**src/design/i2cmls_pkg.sv**
```systemverilog
// ----------------------------------------------------------------------------
// I2C master line sequencer package
// Shared types, command and phase codes, and the phase sequence tables.
// ----------------------------------------------------------------------------
package i2cmls_pkg;

   localparam int PHASE_COUNT_WIDTH = 16;

   typedef logic [2:0]                   kind_type;
   typedef logic [7:0]                   byte_type;
   typedef logic [15:0]                  ticks_type;
   typedef logic [4:0]                   step_type;
   typedef logic [2:0]                   bit_index_type;
   typedef logic [2:0]                   op_type;
   typedef logic [PHASE_COUNT_WIDTH-1:0] count_type;

   localparam kind_type CMD_NONE      = 3'd0;
   localparam kind_type CMD_START     = 3'd1;
   localparam kind_type CMD_STOP      = 3'd2;
   localparam kind_type CMD_WRITE     = 3'd3;
   localparam kind_type CMD_READ      = 3'd4;
   localparam kind_type CMD_SEND_ACK  = 3'd5;
   localparam kind_type CMD_SEND_NACK = 3'd6;
   localparam kind_type CMD_READ_ACK  = 3'd7;

   localparam op_type OP_SCL0       = 3'd0;
   localparam op_type OP_SCL1       = 3'd1;
   localparam op_type OP_SDA0       = 3'd2;
   localparam op_type OP_SDA1       = 3'd3;
   localparam op_type OP_SDA_BIT    = 3'd4;
   localparam op_type OP_SAMPLE_BIT = 3'd5;
   localparam op_type OP_SAMPLE_ACK = 3'd6;

   localparam ticks_type PHASE_TICKS_RESET = 16'd1000;

   localparam logic [32:0] COUNT_MAX_WIDE = (33'd1 << PHASE_COUNT_WIDTH) - 33'd1;
   localparam count_type   COUNT_MAX      = PHASE_COUNT_WIDTH'(COUNT_MAX_WIDE);

   typedef struct packed {
      kind_type kind;
      byte_type write_byte;
      logic     sda_in;
   } req_item_type;

   typedef struct packed {
      logic     scl_out;
      logic     sda_out;
      logic     busy_res;
      logic     done_res;
      byte_type read_data;
      logic     nack_seen;
   } rsp_item_type;

   // Phase length actually used: zero counts as one, and values beyond the
   // counter range saturate.
   function automatic count_type phase_limit(input ticks_type ticks);
      logic [32:0] wide;
      wide = 33'(ticks);
      if (ticks == 16'd0) begin
         return PHASE_COUNT_WIDTH'(1);
      end else if (wide > COUNT_MAX_WIDE) begin
         return COUNT_MAX;
      end
      return PHASE_COUNT_WIDTH'(ticks);
   endfunction

   // Step divided by three for steps below 32, by reciprocal multiplication.
   function automatic logic [3:0] step_div3(input step_type st);
      logic [9:0] prod;
      prod = 10'(st) * 10'd11;
      return prod[8:5];
   endfunction

   function automatic logic [1:0] step_mod3(input step_type st);
      logic [5:0] rem;
      rem = 6'(st) - 6'(step_div3(st)) * 6'd3;
      return rem[1:0];
   endfunction

   function automatic step_type seq_len(input kind_type cmd);
      case (cmd)
         CMD_START:     return 5'd4;
         CMD_STOP:      return 5'd3;
         CMD_WRITE:     return 5'd24;
         CMD_READ:      return 5'd25;
         CMD_SEND_ACK:  return 5'd3;
         CMD_SEND_NACK: return 5'd3;
         CMD_READ_ACK:  return 5'd4;
         default:       return 5'd0;
      endcase
   endfunction

   function automatic op_type seq_op(input kind_type cmd, input step_type st);
      op_type op;
      op = OP_SCL0;
      case (cmd)
         CMD_START: begin
            case (st)
               5'd0:    op = OP_SDA1;
               5'd1:    op = OP_SCL1;
               5'd2:    op = OP_SDA0;
               default: op = OP_SCL0;
            endcase
         end
         CMD_STOP: begin
            case (st)
               5'd0:    op = OP_SDA0;
               5'd1:    op = OP_SCL1;
               default: op = OP_SDA1;
            endcase
         end
         CMD_WRITE: begin
            case (step_mod3(st))
               2'd0:    op = OP_SDA_BIT;
               2'd1:    op = OP_SCL1;
               default: op = OP_SCL0;
            endcase
         end
         CMD_READ: begin
            if (st == 5'd0) begin
               op = OP_SDA1;
            end else begin
               case (step_mod3(st - 5'd1))
                  2'd0:    op = OP_SCL1;
                  2'd1:    op = OP_SAMPLE_BIT;
                  default: op = OP_SCL0;
               endcase
            end
         end
         CMD_SEND_ACK, CMD_SEND_NACK: begin
            case (st)
               5'd0:    op = (cmd == CMD_SEND_ACK) ? OP_SDA0 : OP_SDA1;
               5'd1:    op = OP_SCL1;
               default: op = OP_SCL0;
            endcase
         end
         CMD_READ_ACK: begin
            case (st)
               5'd0:    op = OP_SDA1;
               5'd1:    op = OP_SCL1;
               5'd2:    op = OP_SAMPLE_ACK;
               default: op = OP_SCL0;
            endcase
         end
         default: op = OP_SCL0;
      endcase
      return op;
   endfunction

endpackage

```
**src/design/i2cmls_if.sv**
```systemverilog
// ----------------------------------------------------------------------------
// I2C master line sequencer channels
// Valid/ready channel interfaces for ticks, results and the phase register.
// ----------------------------------------------------------------------------
interface i2cmls_req_if
   import i2cmls_pkg::*;
();
   logic     valid;
   logic     ready;
   kind_type kind;
   byte_type write_byte;
   logic     sda_in;

   modport source (output valid, kind, write_byte, sda_in, input ready);
   modport sink   (input valid, kind, write_byte, sda_in, output ready);
endinterface

interface i2cmls_rsp_if
   import i2cmls_pkg::*;
();
   logic     valid;
   logic     ready;
   logic     scl_out;
   logic     sda_out;
   logic     busy_res;
   logic     done_res;
   byte_type read_data;
   logic     nack_seen;

   modport source (output valid, scl_out, sda_out, busy_res, done_res, read_data,
                   nack_seen, input ready);
   modport sink   (input valid, scl_out, sda_out, busy_res, done_res, read_data,
                   nack_seen, output ready);
endinterface

interface i2cmls_csr_if
   import i2cmls_pkg::*;
();
   logic      valid;
   logic      ready;
   ticks_type phase_ticks;

   modport source (output valid, phase_ticks, input ready);
   modport sink   (input valid, phase_ticks, output ready);
endinterface

```
**src/design/i2cmls_input_stage.sv**
```systemverilog
// ----------------------------------------------------------------------------
// I2C master line sequencer input stage
// Holds one accepted tick until the sequencer consumes it.
// ----------------------------------------------------------------------------
module i2cmls_input_stage
   import i2cmls_pkg::*;
(
   input  logic         clock,
   input  logic         reset,
   i2cmls_req_if.sink   req,
   input  logic         drain,
   output logic         item_valid,
   output req_item_type item
);

   logic         valid_ff;
   logic         valid_in;
   req_item_type item_ff;
   logic         take;

   // The register can load while its current item leaves in the same cycle.
   assign req.ready = !valid_ff || drain;
   assign take      = req.valid && req.ready;

   always_comb begin
      valid_in = valid_ff;
      if (take) begin
         valid_in = 1'b1;
      end else if (drain) begin
         valid_in = 1'b0;
      end
   end

   always_ff @(posedge clock) begin
      if (reset) begin
         valid_ff <= 1'b0;
      end else begin
         valid_ff <= valid_in;
      end
   end

   always_ff @(posedge clock) begin
      if (take) begin
         item_ff <= '{kind: req.kind, write_byte: req.write_byte, sda_in: req.sda_in};
      end
   end

   assign item_valid = valid_ff;
   assign item       = item_ff;

endmodule

```
**src/design/i2cmls_sequencer.sv**
```systemverilog
// ----------------------------------------------------------------------------
// I2C master line sequencer core
// Command state, phase counter, line levels and the phase length register.
// ----------------------------------------------------------------------------
module i2cmls_sequencer
   import i2cmls_pkg::*;
(
   input  logic         clock,
   input  logic         reset,
   i2cmls_csr_if.sink   csr,
   input  logic         step_en,
   input  req_item_type item,
   output rsp_item_type result
);

   count_type limit_ff;
   kind_type  act_ff,   act_in;
   step_type  step_ff,  step_in;
   count_type cnt_ff,   cnt_in;
   byte_type  shift_ff, shift_in;
   logic      scl_ff,   scl_in;
   logic      sda_ff,   sda_in;
   logic      ack_ff,   ack_in;
   byte_type  rd_ff,    rd_in;
   logic      done;
   logic      run;
   count_type cnt_next;
   step_type  step_next;
   op_type    op;
   logic [3:0] quot;
   bit_index_type pos;

   assign csr.ready = 1'b1;

   always_ff @(posedge clock) begin
      if (reset) begin
         limit_ff <= phase_limit(PHASE_TICKS_RESET);
      end else if (csr.valid) begin
         limit_ff <= phase_limit(csr.phase_ticks);
      end
   end

   always_comb begin
      act_in    = act_ff;
      step_in   = step_ff;
      cnt_in    = cnt_ff;
      shift_in  = shift_ff;
      scl_in    = scl_ff;
      sda_in    = sda_ff;
      ack_in    = ack_ff;
      rd_in     = rd_ff;
      done      = 1'b0;
      run       = 1'b0;
      cnt_next  = cnt_ff + PHASE_COUNT_WIDTH'(1);
      step_next = step_ff + 5'd1;
      op        = OP_SCL0;
      quot      = 4'd0;
      pos       = 3'd0;

      if (act_ff == CMD_NONE) begin
         if (item.kind != CMD_NONE) begin
            act_in   = item.kind;
            step_in  = 5'd0;
            cnt_in   = '0;
            shift_in = (item.kind == CMD_WRITE) ? item.write_byte : 8'd0;
            run      = 1'b1;
         end
      end else if (cnt_next >= limit_ff) begin
         cnt_in = '0;
         if (step_next >= seq_len(act_ff)) begin
            if (act_ff == CMD_READ) begin
               rd_in = shift_ff;
            end
            act_in  = CMD_NONE;
            step_in = 5'd0;
            done    = 1'b1;
         end else begin
            step_in = step_next;
            run     = 1'b1;
         end
      end else begin
         cnt_in = cnt_next;
      end

      if (run) begin
         op = seq_op(act_in, step_in);
         case (op)
            OP_SCL0: scl_in = 1'b0;
            OP_SCL1: scl_in = 1'b1;
            OP_SDA0: sda_in = 1'b0;
            OP_SDA1: sda_in = 1'b1;
            OP_SDA_BIT: begin
               // Bits go out most significant first.
               quot   = step_div3(step_in);
               pos    = ~quot[2:0];
               sda_in = shift_in[pos];
            end
            OP_SAMPLE_BIT: begin
               quot = step_div3(step_in - 5'd2);
               pos  = ~quot[2:0];
               if (item.sda_in) begin
                  shift_in[pos] = 1'b1;
               end
            end
            OP_SAMPLE_ACK: ack_in = item.sda_in;
            default: ;
         endcase
      end
   end

   always_ff @(posedge clock) begin
      if (reset) begin
         act_ff   <= CMD_NONE;
         step_ff  <= 5'd0;
         cnt_ff   <= '0;
         shift_ff <= 8'd0;
         scl_ff   <= 1'b1;
         sda_ff   <= 1'b1;
         ack_ff   <= 1'b0;
         rd_ff    <= 8'd0;
      end else if (step_en) begin
         act_ff   <= act_in;
         step_ff  <= step_in;
         cnt_ff   <= cnt_in;
         shift_ff <= shift_in;
         scl_ff   <= scl_in;
         sda_ff   <= sda_in;
         ack_ff   <= ack_in;
         rd_ff    <= rd_in;
      end
   end

   assign result = '{scl_out:   scl_in,
                     sda_out:   sda_in,
                     busy_res:  (act_in != CMD_NONE),
                     done_res:  done,
                     read_data: rd_in,
                     nack_seen: ack_in};

endmodule

```
**src/design/i2cmls_output_stage.sv**
```systemverilog
// ----------------------------------------------------------------------------
// I2C master line sequencer output stage
// Result register that holds one result until the sink takes it.
// ----------------------------------------------------------------------------
module i2cmls_output_stage
   import i2cmls_pkg::*;
(
   input  logic         clock,
   input  logic         reset,
   input  logic         load,
   input  rsp_item_type result,
   output logic         stalled,
   i2cmls_rsp_if.source rsp
);

   logic         valid_ff;
   logic         valid_in;
   rsp_item_type result_ff;

   assign stalled = valid_ff && !rsp.ready;

   always_comb begin
      valid_in = valid_ff;
      if (load) begin
         valid_in = 1'b1;
      end else if (rsp.ready) begin
         valid_in = 1'b0;
      end
   end

   always_ff @(posedge clock) begin
      if (reset) begin
         valid_ff <= 1'b0;
      end else begin
         valid_ff <= valid_in;
      end
   end

   always_ff @(posedge clock) begin
      if (load) begin
         result_ff <= result;
      end
   end

   assign rsp.valid     = valid_ff;
   assign rsp.scl_out   = result_ff.scl_out;
   assign rsp.sda_out   = result_ff.sda_out;
   assign rsp.busy_res  = result_ff.busy_res;
   assign rsp.done_res  = result_ff.done_res;
   assign rsp.read_data = result_ff.read_data;
   assign rsp.nack_seen = result_ff.nack_seen;

endmodule

```
**src/design/i2c_master_line_sequencer_top.sv**
```systemverilog
// ----------------------------------------------------------------------------
// I2C master line sequencer, top level
// Bit-banged I2C master that steps SCL and SDA through command phases.
// ----------------------------------------------------------------------------
// Path: an accepted tick waits in the input register; when it advances, its
// result is loaded into the result register and offered to the sink.
// Throughput: one tick per cycle; the input register and the result register
// both load and unload in the same cycle, so stalls only pause the flow.
// Reset: synchronous, active high; the sequencer returns to idle with both
// lines released, the held read byte and ack bit cleared, phase length 1000.
// ----------------------------------------------------------------------------
module i2c_master_line_sequencer_top
   import i2cmls_pkg::*;
(
   input  logic         clock,
   input  logic         reset,
   i2cmls_req_if.sink   req,
   i2cmls_rsp_if.source rsp,
   i2cmls_csr_if.sink   csr
);

   // The input register captures each tick item. When the result register is
   // free, or is being emptied in this cycle, the held item advances: the
   // sequencer state updates and the result register loads in the same edge.
   logic         item_valid;
   req_item_type item;
   rsp_item_type result;
   logic         stalled;
   logic         advance;

   assign advance = item_valid && !stalled;

   i2cmls_input_stage u_input (
      .clock      (clock),
      .reset      (reset),
      .req        (req),
      .drain      (advance),
      .item_valid (item_valid),
      .item       (item)
   );

   // The sequencer holds the command state, step index and phase counter.
   // A command only starts while idle; commands arriving while busy, the
   // finishing tick included, are dropped. Each phase's line action happens
   // on its first tick, and the done pulse comes on the tick after the last
   // phase expires.
   i2cmls_sequencer u_sequencer (
      .clock   (clock),
      .reset   (reset),
      .csr     (csr),
      .step_en (advance),
      .item    (item),
      .result  (result)
   );

   // The result register separates the two handshakes, so a new tick is
   // accepted while an earlier result waits for the sink.
   i2cmls_output_stage u_output (
      .clock   (clock),
      .reset   (reset),
      .load    (advance),
      .result  (result),
      .stalled (stalled),
      .rsp     (rsp)
   );

endmodule

```
**src/flat_wrapper.sv**
```systemverilog
// flat-port wrapper written by rule: the top's interface ports become plain ports
module i2c_master_line_sequencer_top_flat import i2cmls_pkg::*;
  (clock, reset, req_valid, req_kind, req_write_byte, req_sda_in, req_ready, rsp_valid, rsp_scl_out, rsp_sda_out, rsp_busy_res, rsp_done_res, rsp_read_data, rsp_nack_seen, rsp_ready, csr_valid, csr_phase_ticks, csr_ready);
  i2cmls_req_if req_i ();
  i2cmls_rsp_if rsp_i ();
  i2cmls_csr_if csr_i ();
  input  logic clock;
  input  logic reset;
  input wire logic [$bits(req_i.valid)-1:0] req_valid;
  input wire logic [$bits(req_i.kind)-1:0] req_kind;
  input wire logic [$bits(req_i.write_byte)-1:0] req_write_byte;
  input wire logic [$bits(req_i.sda_in)-1:0] req_sda_in;
  output wire logic [$bits(req_i.ready)-1:0] req_ready;
  output wire logic [$bits(rsp_i.valid)-1:0] rsp_valid;
  output wire logic [$bits(rsp_i.scl_out)-1:0] rsp_scl_out;
  output wire logic [$bits(rsp_i.sda_out)-1:0] rsp_sda_out;
  output wire logic [$bits(rsp_i.busy_res)-1:0] rsp_busy_res;
  output wire logic [$bits(rsp_i.done_res)-1:0] rsp_done_res;
  output wire logic [$bits(rsp_i.read_data)-1:0] rsp_read_data;
  output wire logic [$bits(rsp_i.nack_seen)-1:0] rsp_nack_seen;
  input wire logic [$bits(rsp_i.ready)-1:0] rsp_ready;
  input wire logic [$bits(csr_i.valid)-1:0] csr_valid;
  input wire logic [$bits(csr_i.phase_ticks)-1:0] csr_phase_ticks;
  output wire logic [$bits(csr_i.ready)-1:0] csr_ready;
  assign req_i.valid = req_valid;
  assign req_i.kind = req_kind;
  assign req_i.write_byte = req_write_byte;
  assign req_i.sda_in = req_sda_in;
  assign req_ready = req_i.ready;
  assign rsp_valid = rsp_i.valid;
  assign rsp_scl_out = rsp_i.scl_out;
  assign rsp_sda_out = rsp_i.sda_out;
  assign rsp_busy_res = rsp_i.busy_res;
  assign rsp_done_res = rsp_i.done_res;
  assign rsp_read_data = rsp_i.read_data;
  assign rsp_nack_seen = rsp_i.nack_seen;
  assign rsp_i.ready = rsp_ready;
  assign csr_i.valid = csr_valid;
  assign csr_i.phase_ticks = csr_phase_ticks;
  assign csr_ready = csr_i.ready;
  i2c_master_line_sequencer_top u_core (.clock(clock), .reset(reset), .req(req_i), .rsp(rsp_i), .csr(csr_i));
endmodule
```
**config.mk**
```make
export PLATFORM = sky130hd
export DESIGN_NAME = i2c_master_line_sequencer_top_flat
export DESIGN_NICKNAME = d
export VERILOG_FILES = /design/src/design/i2cmls_pkg.sv /design/src/design/i2cmls_if.sv /design/src/design/i2cmls_input_stage.sv /design/src/design/i2cmls_sequencer.sv /design/src/design/i2cmls_output_stage.sv /design/src/design/i2c_master_line_sequencer_top.sv /design/src/flat_wrapper.sv
export SDC_FILE = /design/constraint.sdc
export NUM_CORES = 1
export LEC_CHECK = 0
export BUFFER_PORTS_ARGS = -buffer_cell sky130_fd_sc_hd__buf_2
export CORE_AREA = 8 8 138 140
export DETAILED_ROUTE_END_ITERATION = 7
export DIE_AREA = 0 0 146 148
export PLACE_DENSITY_LB_ADDON = 0.15
export RECOVER_POWER = 100
export REMOVE_ABC_BUFFERS = 1
export SYNTH_ARGS = -nofsm -noshare
export SYNTH_HDL_FRONTEND = slang
export SYNTH_SLANG_ARGS = --single-unit
```
**constraint.sdc**
```tcl
create_clock -name clock -period 6.95 [get_ports clock]
set_input_delay 1.39 -clock clock [delete_from_list [all_inputs] [get_ports clock]]
set_output_delay 1.39 -clock clock [all_outputs]
set_load 0.02 [all_outputs]
```
==> reports/results.ini <==
[run_status]
status = completed

[setup_path]
slowest_stage = or4_1
critPathCapture = u_core.u_sequencer.scl_ff
worst_path_largest_cell_delay_ns = 0.51
reg2reg_slack_ns = 0.05
critPathKind = flop to flop
critPathLaunch = u_core.u_sequencer.cnt_ff[0]
cp_data_arrival_time_ns = 7.16
cp-end-kind = flop
path_max_fanout = 4
r2r_cells = 33
rr_endpoint = u_core.u_sequencer.scl_ff
crit_top_cell = and3_4
required_ns = 7.20
r2r-start = u_core.u_sequencer.cnt_ff[0]
critPathLaunchType = flop

[cells_and_area]
diodes = 0
fillers = 1657
fin_util_pct = 45.08
area_growth_syn_to_layout_pct = 31.42
final_nets = 842
drive_above_1_share_pct = 31.38

[global_route]
track_usage_pct = 14.40
grt_start_max_net_pins = 56
grt-ovfl-total = 0
antenna_found_initial = 0
grt_pass1_wl_um = 25440
grt_pass1_vias = 5021

[placed_design]
io_buffers = 47
gp_congestion = 0.8223
dp_hpwl_um = 11450

[cts]
cts_sinks = 86
cts_made_buffers = 9
cts_hold_repair.buffers = 0
clk_latency_ns = 0.35
path_clk_slew_ns = 0.06
cts_tree = done
clockBufferDepth = 2
cts_root_buffer = clkbuf_16
h-tree-depth = 3

[yosys]
synth.avg_cell_area_um2 = 9.295
synthesis.area_mm2 = 0.005809
synthCells = 625
synth.top_cells.by_count = nor2_1 (84), ha_1 (62), dfxtp_1 (61)
synth.distinct_cells = 76
yosysTopAreaCell = dfxtp_1
synth.most_common_cell = nor2_1
ys_ff_latch = 86
synth_seq_area_share_pct = 33.94
ys_top_cells_by_area = dfxtp_1 (21%), ha_1 (13%), edfxtp_1 (13%)
synth_edf_count = 25
async_reset_ff_share_pct = 0
synth_ff_type = dfxtp_1
yosysWarnings = 0
synth_top_area_share_pct = 21.02

[floorplan]
die_area_mm2 = 0.02161
boundaryPins = 49
rows = 48
start_util_pct = 34.30
fp.dieW_um = 146
fp.dieH_um = 148
coreArea_mm2 = 0.01694

[timing]
skew_ns = 0.007346
min_period_ns = 6.904
setup_violations = 0
setup_tns_ns = 0
min_period_over_period_pct = 99.34
fmax_mhz = 144.8
grt_setup_unrepaired = yes
report.final.slew_viol_count = 0
finalHoldViolCount = 0
slew_headroom_pct = 43.45
tightest_slew_ns = 0.8483

[run]
maxCapViolations = 0

[pwr]
power_frac_seq_pct = 28.0
p_int_w = 0.001321
p_leak_nw = 3.367
p_sw_w = 0.0006889
finalPower_w = 0.002010
comb_power_share_pct = 44.6
power_density_mw_per_mm2 = 263.3
irDropWorstVdd_v = 0.0001689
clkPwrFrac_pct = 27.4
p_sw_share_pct = 34.27

[routing]
first_iter_violations = 245
wirelength_um = 15440
drt_pass1_iterations = 4
drc_errors = 0
ant_nets = 0
wire_per_inst_um = 15.85
viasPerCell = 5.116
num_vias = 4983

[hold_path]
hold_class = flop to flop

==> routing by layer <==
layer / global-route usage, % / vias up / wire, um
li1: - / 2496 / -
met1: 17.35 / 2399 / 7016
met2: 25.12 / 64 / 7685
met3: 2.904 / 24 / 435
met4: 4.894 / 0 / 301
met5: 0 / - / 0
==> sequential cells by signal (all words and copies together) (netlist names) <==
signal,cells
u_core.u_input.item,12
u_core.u_sequencer.act_ff,3
u_core.u_output.rsp.sda_out,1
u_core.u_output.rsp.valid,1
u_core.u_sequencer.limit_ff,16
u_core.u_sequencer.step_ff,5
u_core.u_input.item_valid,1
u_core.u_output.rsp.nack_seen,1
u_core.u_sequencer.scl_ff,1
u_core.u_output.rsp.busy_res,1
u_core.u_sequencer.shift_ff,8
u_core.u_sequencer.ack_ff,1
u_core.u_output.rsp.scl_out,1
u_core.u_sequencer.sda_ff,1
u_core.u_output.rsp.done_res,1
u_core.u_sequencer.cnt_ff,16
u_core.u_output.rsp.read_data,8
u_core.u_sequencer.rd_ff,8
==> cell families (layout without fill, tap and decap cells) <==
group / count (synthesis) / after routing / synth area share, %
XOR/XNOR: 40 / 40 / 6.591
flip-flops: 86 / 86 / 33.94
multiplexers: 25 / 25 / 4.954
AND/OR/NAND/NOR: 210 / 210 / 18.05
buffers and inverters: 65 / 189 / 4.265
other: 1 / 1 / 0.06455
adder cells (fa/ha/maj): 65 / 65 / 14.39
AO/OA/AOI/OAI: 133 / 133 / 17.75
==> repair_timing <==
item | 4_1_cts | 5_1_grt
pin swaps | 17 | 49
gates resized for setup | 23 | 58
endpoints found under the setup margin | 14 | 14
cloned | 0 | 0
setup buffers | 5 | 17
==> layout by cell type (no fill, tap or decap), types with 7 or more instances in the layout <==
master	synthesis	routed
clkbuf_16	0	9
a22oi_1	12	12
dfxtp_1	61	59
buf_2	0	47
xor2_1	13	12
a22o_1	9	9
mux2i_1	13	13
nand3_1	15	10
o211ai_1	7	7
nand2_1	33	30
xnor2_1	25	18
nand3b_1	11	11
o21ai_0	14	14
buf_6	0	8
a211oi_1	18	15
inv_1	38	36
a21oi_1	24	18
mux2_2	9	9
nor2_1	84	82
edfxtp_1	25	25
nor3_1	17	15
ha_1	62	54
buf_4	1	79
==> critical path, delay by kind of cell, from the launching register on <==
kind / cells / cell delay [ns]
xor gates and xnor gates: 6 / 1.02
and+or+nand+nor: 9 / 1.94
DFF: 1 / 0.36
adders and majority gates: 6 / 1.69
AOI/OAI and AO/OA: 9 / 1.54
buffers and inverters: 3 / 0.22
==> area by class of cell <==
class | instances | area (um^2) | area share (%)
sequential | 86 | 1979 | 25.93
timing repair buffer | 134 | 918.4 | 12.03
clock buffer | 11 | 232.7 | 3.048
multi-input combinational | 474 | 3979 | 52.11
tap | 225 | 281.5 | 3.687
clock inverter | 5 | 97.59 | 1.278
inverter | 39 | 146.4 | 1.917
==> stage by stage <==
stage | cell area, um^2 | std cells | hold slack [ns] | setup slack (ns)
floorplan | 5708 | 599 | 0.4306 | -0.5071
CTS | 7196 | 958 | 0.4670 | 0.001011
detailed placement | 6720 | 937 | 0.4578 | -0.4623
global placement | 6720 | 937 | 0.4475 | -0.2066
finish | 7635 | 974 | 0.4667 | 0.04576
global route | 7635 | 974 | 0.5166 | -0.2339
==> worst min-delay path by stage <==
stage | start | slack (ns) | depth (start not counted) | to
finish | u_core.u_sequencer.ack_ff | 0.47 | 2 | u_core.u_sequencer.ack_ff
global route | u_core.u_sequencer.ack_ff | 0.52 | 2 | u_core.u_sequencer.ack_ff
CTS | u_core.u_sequencer.ack_ff | 0.47 | 2 | u_core.u_sequencer.ack_ff
detailed placement | u_core.u_sequencer.ack_ff | 0.46 | 2 | u_core.u_sequencer.ack_ff
global placement | u_core.u_sequencer.ack_ff | 0.45 | 2 | u_core.u_sequencer.ack_ff
floorplan | u_core.u_sequencer.ack_ff | 0.43 | 2 | u_core.u_sequencer.ack_ff
==> power groups by stage <==
| stage | Sequential (W) | Clock (W) | Combinational (W) |
|---|---|---|---|
| final | 0.000563 | 0.000551 | 0.000896 |
| after detailed placement | 0.000575 | 0 | 0.000761 |
| after global routing | 0.000566 | 0.000581 | 0.000989 |
| after global placement | 0.000574 | 0 | 0.000750 |
| after floorplan | 0.000576 | 0 | 0.000543 |
| after CTS | 0.000564 | 0.000563 | 0.000806 |
No activity file was read; power rests on OpenSTA's default activity.
